==> src/sv/rdx_pkg.sv <==
package rdx_pkg;

    // request codes
    localparam logic [1:0] REQ_CONVERT = 2'd0;
    localparam logic [1:0] REQ_LIN_WR  = 2'd1;
    localparam logic [1:0] REQ_GAM_WR  = 2'd2;

    localparam int CODE_W  = 16;
    localparam int INDEX_W = 16;
    localparam int VALUE_W = 21;
    localparam int CFG_W   = 5;
    localparam int RESET_PRECISION = 12;

    // Rec.709 (D65) to XYZ matrix, units of 1e-7, row major
    localparam longint unsigned MATRIX_E7 [9] = '{
        64'd4124564, 64'd3575761, 64'd1804375,
        64'd2126729, 64'd7151522, 64'd721750,
        64'd193339,  64'd1191920, 64'd9503041
    };

    // DCI companding 48/52.37 folded with the 1e-7 matrix scale
    localparam longint unsigned DCI_NUM = 64'd4800;
    localparam longint unsigned DCI_DEN = 64'd52370000000;

    // Elaboration only: coefficient k in unsigned Q0.frac, round half up
    function automatic longint unsigned dci_coeff(int k, int frac);
        longint unsigned num;
        num = (MATRIX_E7[k] * DCI_NUM) << frac;
        return (num + DCI_DEN / 2) / DCI_DEN;
    endfunction

    // Control that rides along the pipeline next to the datapath
    typedef struct packed {
        logic               valid;
        logic               convert;
        logic               gam_wr;
        logic               last;
        logic [INDEX_W-1:0] idx;
        logic [CODE_W-1:0]  gval;
    } t_ctrl;

endpackage

==> src/sv/rdx_matrix.sv <==
module rdx_matrix #(
    parameter int MAX_PRECISION        = 12,
    parameter int LINEAR_FRACTION_BITS = 20,
    parameter int COEFF_FRACTION_BITS  = 16
) (
    input  logic                                 i_clk,
    input  logic                                 i_rst_n,
    input  logic                                 i_en,
    input  rdx_pkg::t_ctrl                       i_ctrl,
    input  logic [LINEAR_FRACTION_BITS:0]        i_lin [3],
    input  logic [$clog2(MAX_PRECISION+1)-1:0]   i_prec,
    input  logic [MAX_PRECISION-1:0]             i_max_code,
    output rdx_pkg::t_ctrl                       o_ctrl,
    output logic [MAX_PRECISION-1:0]             o_q [3]
);
    import rdx_pkg::*;

    localparam int LIN_W   = LINEAR_FRACTION_BITS + 1;
    localparam int COEFF_W = COEFF_FRACTION_BITS;
    localparam int PROD_W  = COEFF_W + LIN_W;
    localparam int ACC_W   = PROD_W + 2;
    localparam int FRAC    = COEFF_FRACTION_BITS + LINEAR_FRACTION_BITS;
    localparam int T_W     = ACC_W + MAX_PRECISION + 1;
    localparam int Q_W     = T_W - FRAC;

    localparam logic [COEFF_W-1:0] COEFF [9] = '{
        COEFF_W'(dci_coeff(0, COEFF_FRACTION_BITS)),
        COEFF_W'(dci_coeff(1, COEFF_FRACTION_BITS)),
        COEFF_W'(dci_coeff(2, COEFF_FRACTION_BITS)),
        COEFF_W'(dci_coeff(3, COEFF_FRACTION_BITS)),
        COEFF_W'(dci_coeff(4, COEFF_FRACTION_BITS)),
        COEFF_W'(dci_coeff(5, COEFF_FRACTION_BITS)),
        COEFF_W'(dci_coeff(6, COEFF_FRACTION_BITS)),
        COEFF_W'(dci_coeff(7, COEFF_FRACTION_BITS)),
        COEFF_W'(dci_coeff(8, COEFF_FRACTION_BITS))
    };
    localparam logic [T_W-1:0] HALF = T_W'(1) << (FRAC - 1);

    logic [PROD_W-1:0] r_prod [9];
    logic [ACC_W-1:0]  r_acc [3];
    logic [T_W-1:0]    r_t [3];
    t_ctrl             r_ctrl_p;
    t_ctrl             r_ctrl_a;
    t_ctrl             r_ctrl_t;

    always_ff @(posedge i_clk) begin
        if (i_en) begin
            for (int r = 0; r < 3; r++) begin
                for (int c = 0; c < 3; c++) begin
                    r_prod[r*3+c] <= PROD_W'(COEFF[r*3+c]) * PROD_W'(i_lin[c]);
                end
                r_acc[r] <= ACC_W'(r_prod[r*3]) + ACC_W'(r_prod[r*3+1])
                          + ACC_W'(r_prod[r*3+2]);
                // acc * (2^p - 1) + half, as shift and subtract
                r_t[r] <= (T_W'(r_acc[r]) << i_prec) - T_W'(r_acc[r]) + HALF;
            end
        end
    end

    for (genvar g = 0; g < 3; g++) begin : g_quant
        logic [Q_W-1:0] q_full;
        assign q_full = r_t[g][T_W-1:FRAC];
        assign o_q[g] = (q_full > Q_W'(i_max_code)) ? i_max_code
                                                    : q_full[MAX_PRECISION-1:0];
    end

    always_ff @(posedge i_clk) begin
        if (!i_rst_n) begin
            r_ctrl_p <= '0;
            r_ctrl_a <= '0;
            r_ctrl_t <= '0;
        end else if (i_en) begin
            r_ctrl_p <= i_ctrl;
            r_ctrl_a <= r_ctrl_p;
            r_ctrl_t <= r_ctrl_a;
        end
    end

    assign o_ctrl = r_ctrl_t;

endmodule

==> config.mk <==
export PLATFORM = sky130hd
export DESIGN_NAME = rdx_matrix
export DESIGN_NICKNAME = d
export VERILOG_FILES = /design/src/sv/rdx_pkg.sv /design/src/sv/rdx_matrix.sv
export SDC_FILE = /design/constraint.sdc
export NUM_CORES = 2
export LEC_CHECK = 0
export ABC_AREA = 1
export BUFFER_PORTS_ARGS = -buffer_cell sky130_fd_sc_hd__clkbuf_2
export CAP_MARGIN = 5
export CORE_MARGIN = 2
export CORE_UTILIZATION = 30
export CTS_BUF_LIST = sky130_fd_sc_hd__clkbuf_4 sky130_fd_sc_hd__clkbuf_8
export DETAILED_ROUTE_END_ITERATION = 8
export PLACE_DENSITY = 0.51
export SYNTH_ARGS = -nofsm -noshare
export SYNTH_HDL_FRONTEND = slang
export SYNTH_SLANG_ARGS = --single-unit
==> constraint.sdc <==
create_clock -name i_clk -period 5.8 [get_ports i_clk]
set_input_delay 0.29 -clock i_clk [delete_from_list [all_inputs] [get_ports i_clk]]
set_output_delay 0.29 -clock i_clk [all_outputs]
set_load 0.05 [all_outputs]
==> impl_metrics.ini <==
[global_route]
grt_usage_pct = 20.26
grt_remaining_overflow = 0
grt_pass1_wl_um = 450600
grt_max_degree = 159
grt_pass1_vias = 71728
antenna_found_initial = 9

[critical_path]
max_stage_delay_ns = 0.54
cp_max_fo = 6
critPathArrivalTime_ns = 5.94
path_cells = dlygate4sd3_1, clkbuf_2, buf_4, ha_1, xor2_1, ha_1, a21oi_1, fa_1, inv_1, fa_1, fa_1, inv_1, fa_1, inv_1, ha_1, nand2_1, nor3_1, nand3_1, nand3b_1, a21oi_1, xor2_1
start_kind = input port
path_delay_family = adder cells
crit_type = in2reg
critPathMostFrequentCell = fa_1
endpoint_kind = flop
critical_path.slowest_cell = dlygate4sd3_1
cp.required_ns = 6.38
crit_buf_inv = 6

[timing]
period_needed_ns = 5.361
rsz0062_at_grt = false
fmax_mhz = 186.5
finalCritPeriodShare_pct = 92.43
drv_slew = 0
hold_slack_ns = 0.1228
finalSetupTns_ns = 0
tightest_slew_ns = 1.076
fin_skew_ns = 0.06871
setup_viol = 0
slew_headroom_pct = 28.30
hold_viol_final = 0

[clocking]
cts_buffers = 104
clkSlewWorstSetupHoldPaths_ns = 0.06
cts_resized = 0
htree_num_levels = 3
clk-insertion-delay-late_ns = 0.86
cts_hold_buf = 45
clockRootBuffer = clkbuf_8
cts_tree = yes
cts_buffer_depth = 3
numClockSinks = 570
post_cts_buffers = 0

[synth]
synthTopCellsByCount = inv_1, nand2_1, ha_1
yosysMostFrequentCell = inv_1
ys_seq_area_share_pct = 18.41
synth_cell_types = 59
synthFlopType = edfxtp_1
syn_area_um2 = 87110
synth.area.top_cells = fa_1, ha_1, edfxtp_1
synth_nets = 13021
ys_warn_count = 0
netlist.area_leader.share_pct = 20.98
yosysTopAreaCell = fa_1
synth.ff_latch_count = 570
synth_edf_count = 462
netlist_instances = 10673
async_flop_share_pct = 0
synth_area_per_cell_um2 = 8.162

[final_layout]
final_cells = 14975
post_route_cells_drive_above_1_share_pct = 6.096
fin_nets = 13452
syn2layout_area_growth_pct = 11.02
fill_cells = 30976
final_cell_area_um2 = 96710

[routing]
via_per_inst = 4.743
wire_per_inst_um = 19.98
wl_um = 299100
route.detailed.drc = 0
drtAntennaViolNets = 0
drtPass1Iterations = 5
drt_iter0_drc = 4814
via_count = 71032

[placed_design]
place.gp.congestion = 0.9627
port_buffers = 189
placed_cells = 14734
hpwl_um = 265100
placed_cell_area_um2 = 94030

[run_status]
status = completed

[floorplanning]
die_w_um = 542.9
rows = 197
io_pins = 190
design.core.area_um2 = 288400
dieArea_um2 = 294700
start_util_pct = 30.21
die_h_um = 542.9

[min_path]
hold_path.class = in2reg

[job]
drv_cap = 0
## cells by family after synthesis
family	synth area share, %
DFF	18.41
adders and majority gates	39.90
muxes	1.126
AOI/OAI and AO/OA	11.36
xor gates and xnor gates	3.780
buffers and inverters	10.32
and+or+nand+nor	15.11
## registers in the layout, summed over array words and instances, names as in the netlist
register and flops:
r_prod 300, r_acc 114, r_t 48, o_ctrl 36
r_ctrl_a 36, r_ctrl_p 36
## metal layers
| metal | global-route usage (%) | part of all wire (%) | vias up |
|---|---|---|---|
| li1 | - | - | 35298 |
| met1 | 29.25 | 49 | 33963 |
| met2 | 32.44 | 45 | 1525 |
| met3 | 1.781 | 4.0 | 242 |
| met4 | 4.964 | 2.5 | 4 |
| met5 | 0 | 0.0090 | - |
## per-stage QoR
stage / setup slack [ns] / util [%]
6_report: 0.4389 / 33.54
5_1_grt: 0.2751 / 33.53
4_1_cts: 0.5416 / 33.53
3_5_place_dp: 0.09174 / 32.60
3_3_place_gp: 0.08666 / 32.60
2_1_floorplan: 0.6101 / -
## layout make-up
type	instances	area [µm²]	area share [%]
antenna	6	15.01	0.01552
sequential	570	16040	16.58
inverter	2224	8352	8.636
clock buffer	136	1728	1.787
clock inverter	54	490.5	0.5071
tap	3781	4731	4.892
multi-input combinational	7735	62090	64.20
timing repair buffer	469	3272	3.383
## placed cells by master, fill, tap and decap left out, types with 108 or more instances in the layout
cell type  count
nor2_1       916
clkbuf_8     113
nand3_1      273
o21ai_1      182
dfxtp_1      108
edfxtp_1     462
xnor2_1      109
buf_4        231
a21oi_1      589
fa_1         913
nand2_1     1822
inv_1       2204
ha_1        1317
clkbuf_2     183
xor2_1       267
o21ai_0      583
## worst paths after layout
kind / start / endpoint / slack (ns) / cells after the start
worst min register to register: r_ctrl_p[1] / r_ctrl_a[1] / 0.48 / 2
worst max register to register: r_acc[0][71] / r_t[0][97] / 1.80 / 17
worst max-delay path: i_lin[22] / r_prod[0][177] / 0.44 / 21
worst min-delay path: i_lin[0] / r_prod[0][297] / 0.12 / 2
Power is left out: the tool's default activity adds up to more than one toggle a clock period on the data nets, which glitch-free logic cannot reach.
